[src/rtl/bcu_pkg.sv]
// Shared constants, types and state encodings of the binomial coefficient unit.
`timescale 1ns / 1ps
`default_nettype none

package bcu_pkg;

	localparam int RESULT_WIDTH_DEF = 64;
	localparam int ARG_WIDTH_DEF    = 32;

	// Fixed field widths of the stream words.
	localparam int POP_W       = 32;
	localparam int CHOOSE_W    = 32;
	localparam int COEF_W      = 64;
	localparam int IN_TDATA_W  = POP_W + CHOOSE_W;
	localparam int OUT_TDATA_W = 72;
	localparam int OUT_PAD_W   = OUT_TDATA_W - COEF_W - 1;

	// Partial products of the shared multiplier are this many bits of b wide.
	localparam int CHUNK_W = 32;

	typedef enum logic [2:0] {
		ST_IDLE,
		ST_SETUP,
		ST_START,
		ST_WAIT,
		ST_FINISH
	} bcu_state_t;

	typedef enum logic [1:0] {
		MD_IDLE,
		MD_MUL,
		MD_DIV,
		MD_DONE
	} bcu_md_state_t;

	typedef struct packed {
		logic done;
		logic ovf;
	} bcu_md_status_t;

endpackage

`default_nettype wire

[src/rtl/binomial_coefficient_unit.sv]
// Top level of the binomial coefficient unit: sequencer, loop state and output register.
// When k is 0, equals n or exceeds n, the result is set directly; otherwise the unit runs
// one round of the shared multiply-divide unit per i = 1..min(k, n-k), b = b * (base + i) / i;
// overflow ends the loop early. A stalled output word holds the unit until it is taken.
// One word at a time: a new input is accepted only once the result is in the output register.
// Reset clears the sequencer and the output valid flag; there is no stored state to clear.
`timescale 1ns / 1ps
`default_nettype none

module binomial_coefficient_unit #(
	parameter int RESULT_WIDTH = bcu_pkg::RESULT_WIDTH_DEF,
	parameter int ARG_WIDTH    = bcu_pkg::ARG_WIDTH_DEF
) (
	input  wire logic                           clk,
	input  wire logic                           arst_n,
	input  wire logic                           s_axis_tvalid,
	output logic                                s_axis_tready,
	// [31:0] pop_size, [63:32] choose_count
	input  wire logic [bcu_pkg::IN_TDATA_W-1:0] s_axis_tdata,
	output logic                                m_axis_tvalid,
	input  wire logic                           m_axis_tready,
	// [63:0] coefficient, [64] overflow, [71:65] zero
	output logic [bcu_pkg::OUT_TDATA_W-1:0]     m_axis_tdata
);
	import bcu_pkg::*;

	localparam logic [RESULT_WIDTH-1:0] RES_MAX = '1;

	bcu_state_t              state_q, state_d;
	logic [ARG_WIDTH-1:0]    n_q;
	logic [ARG_WIDTH-1:0]    k_q;
	logic [ARG_WIDTH-1:0]    base_q;
	logic [ARG_WIDTH-1:0]    i_q;
	logic [RESULT_WIDTH-1:0] b_q;
	logic [RESULT_WIDTH-1:0] res_q;
	logic                    res_ovf_q;
	logic                    out_valid_q;
	logic [COEF_W-1:0]       out_coef_q;
	logic                    out_ovf_q;

	logic                    md_start;
	logic                    out_load;
	logic [ARG_WIDTH-1:0]    diff;
	logic [ARG_WIDTH-1:0]    md_m;
	logic [RESULT_WIDTH-1:0] md_q;
	bcu_md_status_t          md_st;

	assign diff = n_q - k_q;
	assign md_m = base_q + i_q;

	bcu_muldiv #(
		.RESULT_WIDTH(RESULT_WIDTH),
		.ARG_WIDTH   (ARG_WIDTH)
	) u_muldiv (
		.clk   (clk),
		.arst_n(arst_n),
		.start (md_start),
		.b     (b_q),
		.m     (md_m),
		.d     (i_q),
		.status(md_st),
		.q     (md_q)
	);

	always_comb begin
		state_d       = state_q;
		md_start      = 1'b0;
		out_load      = 1'b0;
		s_axis_tready = 1'b0;
		case (state_q)
			ST_IDLE: begin
				s_axis_tready = 1'b1;
				if (s_axis_tvalid) state_d = ST_SETUP;
			end
			ST_SETUP: begin
				if (k_q == '0 || k_q == n_q || k_q > n_q) state_d = ST_FINISH;
				else state_d = ST_START;
			end
			ST_START: begin
				md_start = 1'b1;
				state_d  = ST_WAIT;
			end
			ST_WAIT: begin
				if (md_st.done) begin
					if (md_st.ovf || i_q == k_q) state_d = ST_FINISH;
					else state_d = ST_START;
				end
			end
			ST_FINISH: begin
				if (!out_valid_q || m_axis_tready) begin
					out_load = 1'b1;
					state_d  = ST_IDLE;
				end
			end
			default: begin
				state_d = ST_IDLE;
			end
		endcase
	end

	always_ff @(posedge clk or negedge arst_n) begin
		if (!arst_n) begin
			state_q <= ST_IDLE;
		end else begin
			state_q <= state_d;
		end
	end

	// Every partial value is itself a binomial coefficient and never shrinks,
	// so a partial value past the result width already means overflow.
	always_ff @(posedge clk) begin
		case (state_q)
			ST_IDLE: begin
				if (s_axis_tvalid) begin
					n_q <= s_axis_tdata[ARG_WIDTH-1:0];
					k_q <= s_axis_tdata[POP_W +: ARG_WIDTH];
				end
			end
			ST_SETUP: begin
				res_ovf_q <= 1'b0;
				if (k_q == '0 || k_q == n_q) begin
					res_q <= RESULT_WIDTH'(1);
				end else if (k_q > n_q) begin
					res_q <= '0;
				end else begin
					if (k_q > diff) begin
						k_q    <= diff;
						base_q <= k_q;
					end else begin
						base_q <= diff;
					end
					b_q <= RESULT_WIDTH'(1);
					i_q <= ARG_WIDTH'(1);
				end
			end
			ST_WAIT: begin
				if (md_st.done) begin
					if (md_st.ovf) begin
						res_q     <= RES_MAX;
						res_ovf_q <= 1'b1;
					end else begin
						b_q <= md_q;
						if (i_q == k_q) res_q <= md_q;
						else i_q <= i_q + 1'b1;
					end
				end
			end
			default: begin
			end
		endcase
	end

	always_ff @(posedge clk or negedge arst_n) begin
		if (!arst_n) begin
			out_valid_q <= 1'b0;
		end else if (out_load) begin
			out_valid_q <= 1'b1;
		end else if (m_axis_tready) begin
			out_valid_q <= 1'b0;
		end
	end

	always_ff @(posedge clk) begin
		if (out_load) begin
			out_coef_q <= COEF_W'(res_q);
			out_ovf_q  <= res_ovf_q;
		end
	end

	assign m_axis_tvalid = out_valid_q;
	assign m_axis_tdata  = {{OUT_PAD_W{1'b0}}, out_ovf_q, out_coef_q};

`ifndef SYNTHESIS
	a_ovf_saturates: assert property (@(posedge clk) disable iff (!arst_n)
		out_valid_q && out_ovf_q |-> out_coef_q == COEF_W'(RES_MAX))
		else $error("overflow word without saturated coefficient");
	a_loop_index: assert property (@(posedge clk) disable iff (!arst_n)
		state_q == ST_WAIT |-> i_q != '0 && i_q <= k_q)
		else $error("loop index out of range");
	a_done_waiting: assert property (@(posedge clk) disable iff (!arst_n)
		md_st.done |-> state_q == ST_WAIT)
		else $error("multiply-divide result while not waiting");
	a_k_reduced: assert property (@(posedge clk) disable iff (!arst_n)
		state_q == ST_START |-> k_q <= base_q)
		else $error("choice count not reduced to the smaller side");
`endif

endmodule

`default_nettype wire

[src/rtl/bcu_muldiv.sv]
// Shared multiply-divide unit: computes the integer quotient b * m / d, multiply then divide.
`timescale 1ns / 1ps
`default_nettype none

module bcu_muldiv #(
	parameter int RESULT_WIDTH = bcu_pkg::RESULT_WIDTH_DEF,
	parameter int ARG_WIDTH    = bcu_pkg::ARG_WIDTH_DEF
) (
	input  wire logic                    clk,
	input  wire logic                    arst_n,
	input  wire logic                    start,
	input  wire logic [RESULT_WIDTH-1:0] b,
	input  wire logic [ARG_WIDTH-1:0]    m,
	input  wire logic [ARG_WIDTH-1:0]    d,
	output bcu_pkg::bcu_md_status_t      status,
	output logic      [RESULT_WIDTH-1:0] q
);
	import bcu_pkg::*;

	localparam int NCH = (RESULT_WIDTH + CHUNK_W - 1) / CHUNK_W;
	localparam int BW  = NCH * CHUNK_W;
	localparam int PW  = RESULT_WIDTH + ARG_WIDTH;
	localparam int PPW = CHUNK_W + ARG_WIDTH;
	localparam int MCW = $clog2(NCH + 1);
	localparam int DCW = $clog2(PW);

	bcu_md_state_t          state_q, state_d;
	logic [MCW-1:0]         mc_q;
	logic [DCW-1:0]         dc_q;
	logic [BW-1:0]          bsh_q;
	logic [ARG_WIDTH-1:0]   m_q;
	logic [ARG_WIDTH-1:0]   d_q;
	logic [PPW-1:0]         pp_q;
	logic [PW-1:0]          acc_q;
	logic [ARG_WIDTH-1:0]   rem_q;

	logic [CHUNK_W-1:0]     chunk;
	logic [PPW-1:0]         pp_d;
	logic [ARG_WIDTH:0]     rsh;
	logic [ARG_WIDTH:0]     rdiff;
	logic                   ge;

	assign chunk = bsh_q[BW-1 -: CHUNK_W];
	assign pp_d  = PPW'(chunk) * PPW'(m_q);
	assign rsh   = {rem_q, acc_q[PW-1]};
	assign rdiff = rsh - {1'b0, d_q};
	assign ge    = (rsh >= {1'b0, d_q});

	always_comb begin
		state_d = state_q;
		case (state_q)
			MD_IDLE: begin
				if (start) state_d = MD_MUL;
			end
			MD_MUL: begin
				if (mc_q == MCW'(NCH)) state_d = MD_DIV;
			end
			MD_DIV: begin
				if (dc_q == DCW'(PW - 1)) state_d = MD_DONE;
			end
			MD_DONE: begin
				state_d = MD_IDLE;
			end
			default: begin
				state_d = MD_IDLE;
			end
		endcase
	end

	always_ff @(posedge clk or negedge arst_n) begin
		if (!arst_n) begin
			state_q <= MD_IDLE;
			mc_q    <= '0;
			dc_q    <= '0;
		end else begin
			state_q <= state_d;
			if (state_q == MD_IDLE) begin
				mc_q <= '0;
				dc_q <= '0;
			end else if (state_q == MD_MUL) begin
				mc_q <= mc_q + 1'b1;
			end else if (state_q == MD_DIV) begin
				dc_q <= dc_q + 1'b1;
			end
		end
	end

	// The product is built from the top 32-bit chunk of b down, one partial
	// product per cycle, then restoring division shifts the quotient into acc_q.
	always_ff @(posedge clk) begin
		case (state_q)
			MD_IDLE: begin
				if (start) begin
					bsh_q <= BW'(b);
					m_q   <= m;
					d_q   <= d;
					acc_q <= '0;
					rem_q <= '0;
				end
			end
			MD_MUL: begin
				if (mc_q < MCW'(NCH)) begin
					pp_q  <= pp_d;
					bsh_q <= bsh_q << CHUNK_W;
				end
				if (mc_q != '0) begin
					acc_q <= (acc_q << CHUNK_W) + PW'(pp_q);
				end
			end
			MD_DIV: begin
				rem_q <= ge ? rdiff[ARG_WIDTH-1:0] : rsh[ARG_WIDTH-1:0];
				acc_q <= {acc_q[PW-2:0], ge};
			end
			default: begin
			end
		endcase
	end

	assign status.done = (state_q == MD_DONE);
	assign status.ovf  = |acc_q[PW-1:RESULT_WIDTH];
	assign q           = acc_q[RESULT_WIDTH-1:0];

`ifndef SYNTHESIS
	a_start_idle: assert property (@(posedge clk) disable iff (!arst_n)
		start |-> state_q == MD_IDLE)
		else $error("multiply-divide started while busy");
	a_rem_below_div: assert property (@(posedge clk) disable iff (!arst_n)
		state_q == MD_DIV |-> rem_q < d_q)
		else $error("division remainder not below divisor");
	a_div_nonzero: assert property (@(posedge clk) disable iff (!arst_n)
		state_q == MD_DIV |-> d_q != '0)
		else $error("division by zero");
`endif

endmodule

`default_nettype wire
[config.mk]
export PLATFORM = sky130hd
export DESIGN_NAME = binomial_coefficient_unit
export DESIGN_NICKNAME = d
export VERILOG_FILES = /design/src/rtl/bcu_pkg.sv /design/src/rtl/binomial_coefficient_unit.sv /design/src/rtl/bcu_muldiv.sv
export SDC_FILE = /design/constraint.sdc
export NUM_CORES = 2
export LEC_CHECK = 0
export CAP_MARGIN = 25
export CORE_MARGIN = 5
export CORE_UTILIZATION = 50
export DETAILED_ROUTE_END_ITERATION = 6
export DONT_BUFFER_PORTS = 1
export GPL_TIMING_DRIVEN = 1
export PLACE_DENSITY_LB_ADDON = 0.15
export SETUP_SLACK_MARGIN = 0.2
export SYNTH_ARGS = -nofsm -noshare
export SYNTH_HDL_FRONTEND = slang
export SYNTH_SLANG_ARGS = --single-unit
[constraint.sdc]
create_clock -name clk -period 10.6 [get_ports clk]
set_input_delay 2.12 -clock clk [delete_from_list [all_inputs] [get_ports clk]]
set_output_delay 2.12 -clock clk [all_outputs]
set_load 0.02 [all_outputs]
==> impl_metrics.env <==
export IMPL_setup_viol=0
export IMPL_yosys_area_share_simple_pct=14.59
export IMPL_netlist_instances=6313
export IMPL_crit_chain="buf_4, and2_1, fa_1, fa_1, inv_1, fa_1, fa_1, inv_1, fa_1, fa_1, fa_1, fa_1, ha_1, a21oi_1, o21ai_0, a211oi_1, nor2_1, nor4bb_1, a21o_1, a31oi_1, a221o_1, a31oi_1, o21ai_1, xor2_1"
export IMPL_drive_gt1_share_pct=4.808
export IMPL_path_max_fanout=25
export IMPL_path_buf_inv=3
export IMPL_min_to="out_coef_q[10]"
export IMPL_numClockSinks=657
export IMPL_period_needed_ps=8790
export IMPL_seq_area_sq_mm=0.01965
export IMPL_numCtsBuffers=75
export IMPL_die_w_um=372.3
export IMPL_ant_nets=0
export IMPL_ys_seq_area_share_pct=29.94
export IMPL_fin_tns_setup_ps=0
export IMPL_wire_per_inst_um=22.02
export IMPL_final_common_cell="inv_1"
export IMPL_clkSlewWorstSetupHoldPaths_ps=60
export IMPL_nNetsFinal=7600
export IMPL_syn_area_sq_mm=0.06564
export IMPL_cts_root_buffer="clkbuf_16"
export IMPL_synth_cell_types=85
export IMPL_gp_congestion=0.8909
export IMPL_pin_count=142
export IMPL_rsz0062_at_grt="no"
export IMPL_slew_headroom_pct=26.94
export IMPL_synthAdderAreaFrac_pct=35.66
export IMPL_slowest_delay_ps=610
export IMPL_num_rows=133
export IMPL_synthXorXnorAreaFrac_pct=3.587
export IMPL_avgSynthCellArea_sq_um=10.40
export IMPL_required_ps=10990
export IMPL_dr_pass1_iters=5
export IMPL_synth_compound_area_share_pct=7.123
export IMPL_synthMuxAreaShare_pct=1.435
export IMPL_hold_class="reg -> reg"
export IMPL_synth_top_family_by_area="adder cells"
export IMPL_reg2reg_depth=24
export IMPL_criticalPathCategory="reg -> reg"
export IMPL_fp_coreArea_sq_mm=0.1310
export IMPL_multi_input_area_sq_mm=0.04108
export IMPL_async_reset_ff_share_pct=2.283
export IMPL_synth_area_leaders="edfxtp_1, fa_1, ha_1"
export IMPL_clockBufferDepth=3
export IMPL_drt_iter0_markers=3648
export IMPL_cp_slowest_cell="edfxtp_1"
export IMPL_status="finished clean"
export IMPL_antenna_found_initial=3
export IMPL_rr_startpoint="u_muldiv.bsh_q[43]"
export IMPL_worst_hold_startpoint="res_q[10]"
export IMPL_worst_skew_pair_late_latency_ps=690
export IMPL_die_area_sq_mm=0.1386
export IMPL_grt_pass1_vias=46150
export IMPL_hold_violations=0
export IMPL_grt_overflow_total=0
export IMPL_cp_start_kind="flop"
export IMPL_mostFrequentLayoutCells="inv_1, fa_1, nand2_1"
export IMPL_synth_top_area_share_pct=29.37
export IMPL_holdBufCountCts=0
export IMPL_post_cts_setup_buffers=0
export IMPL_fillers=11560
export IMPL_port_buffers=0
export IMPL_holdPathStages=0
export IMPL_crit_path_frequent_cell="fa_1"
export IMPL_n_antenna_cell=0
export IMPL_vias=44430
export IMPL_remaining_drc_errors=0
export IMPL_grtUsageTotal_pct=26.01
export IMPL_critPathArrivalTime_ps=9180
export IMPL_vias_per_cell=5.544
export IMPL_synth_edf_count=642
export IMPL_crit_reg2reg_capture="u_muldiv.pp_q[59]"
export IMPL_maxCapViolCount=0
export IMPL_die_height_um=372.3
export IMPL_synth_seq_cells=657
export IMPL_area_growth_synth_to_final_pct=7.301
export IMPL_skew_ps=55.45
export IMPL_yosysWarnings=0
export IMPL_synthFlopType="edfxtp_1"
export IMPL_fmax_mhz=113.8
export IMPL_r2r_slack_ps=1810
export IMPL_cts_tree="yes"
export IMPL_grt_start_max_net_pins=68
export IMPL_synth_area_leader_cell="edfxtp_1"
export IMPL_endpoint_kind="flop"
export IMPL_cp_top_family="adder cells"
export IMPL_cts_resized_gates=0
export IMPL_place_hpwl_um=139900
export IMPL_ctsHtreeMaxLevel=3
export IMPL_grt_pass1_wl_um=275100
export IMPL_finalCritPeriodShare_pct=82.92
export IMPL_start_util_pct=50.12
export IMPL_drt_total_wl_um=176500
export IMPL_maxSlewViolCount=0
export IMPL_tightestPinTransition_ps=1084
kinds of logic (layout without fill, tap and decap cells):
kind of cell / count (synthesis) / after routing
AND/OR/NAND/NOR: 1913 / 1913
adder cells (fa/ha/maj): 1331 / 1331
flip-flops: 657 / 657
other: 1 / 7
multiplexers: 90 / 90
buffers and inverters: 1322 / 1263
XOR/XNOR: 268 / 268
AO/OA/AOI/OAI: 731 / 731
metal layers:
layer / GRT usage [%] / part of all wire, % / vias up
li1: - / - / 19970
met1: 36.94 / 44 / 22740
met2: 41.46 / 46 / 1440
met3: 3.350 / 6.2 / 284
met4: 9.176 / 3.8 / 0
met5: 0 / 0 / -
cell type report:
type	instances	share of cell area [%]
flip-flops and latches	657	27.90
repair buffers	105	1.501
inverters	1022	5.447
multi-input cells	4340	58.33
clock buffers	86	2.723
clock inverters	50	0.9753
well taps	1755	3.118
worst max-delay path by stage:
stage                             start           endpoint  slack [ps]  cells past startpoint
floorplan           u_muldiv.state_q[0]  u_muldiv.acc_q[0]        1980                      4
global route         u_muldiv.bsh_q[43]  u_muldiv.pp_q[59]        1330                     24
detailed placement      u_muldiv.m_q[3]  u_muldiv.pp_q[61]        1820                     23
global placement        u_muldiv.m_q[2]  u_muldiv.pp_q[61]        1860                     25
CTS                    u_muldiv.m_q[15]  u_muldiv.pp_q[59]        1740                     23
finish               u_muldiv.bsh_q[43]  u_muldiv.pp_q[59]        1810                     24
synth_stat cells (25+ instances only):
master       n
inv_1     1022
fa_1       900
nand2_1    769
edfxtp_1   642
and2_1     605
ha_1       431
clkbuf_1   281
a21oi_1    187
o21ai_0    170
nor2_1     165
xnor2_1    136
a21o_1     133
xor2_1     131
nor2b_1    112
nand3_1     63
mux2i_1     57
a22oi_1     50
nand4_1     39
and3_1      36
mux2_2      33
nor3_1      29
nor4_1      27
nand2b_1    25
sequential cells by signal, summed over array words and instances, names as in the netlist, 3 cells and up:
signal / count
u_muldiv.acc_q: 96
b_q: 64
out_coef_q: 64
res_q: 64
u_muldiv.bsh_q: 64
u_muldiv.pp_q: 64
base_q: 32
i_q: 32
k_q: 32
n_q: 32
u_muldiv.d_q: 32
u_muldiv.m_q: 32
u_muldiv.rem_q: 32
u_muldiv.dc_q: 7
state_q: 3
per-stage QoR:
| step | hold slack (ps) | instance area [sq um] | std cells | utilization, % | setup WS [ps] |
|---|---|---|---|---|---|
| final | 418.0 | 70430 | 8015 | 53.78 | 1810 |
| after global routing | 423.5 | 70430 | 8015 | 53.78 | 1325 |
| after CTS | 417.2 | 70160 | 8005 | 53.58 | 1740 |
| after detailed placement | 404.5 | 67560 | 7869 | 51.59 | 1823 |
| after global placement | 403.5 | 67450 | 7864 | 51.50 | 1857 |
| after floorplan | 400.3 | 65660 | 6319 | - | 1979 |
worst reg2reg max path, stage by stage (launching register included):
cell and delay [ps]:
edfxtp_1 610, buf_4 420, and2_1 230, fa_1 450
fa_1 540, inv_1 50, fa_1 450, fa_1 520
inv_1 60, fa_1 570, fa_1 430, fa_1 540
fa_1 450, ha_1 390, a21oi_1 200, o21ai_0 150
a211oi_1 250, nor2_1 70, nor4bb_1 440, a21o_1 240
a31oi_1 210, a221o_1 430, a31oi_1 450, o21ai_1 160
xor2_1 160
Power is not shown: default switching activity piles up to over one toggle a cycle in this logic, so the estimate is an artifact.
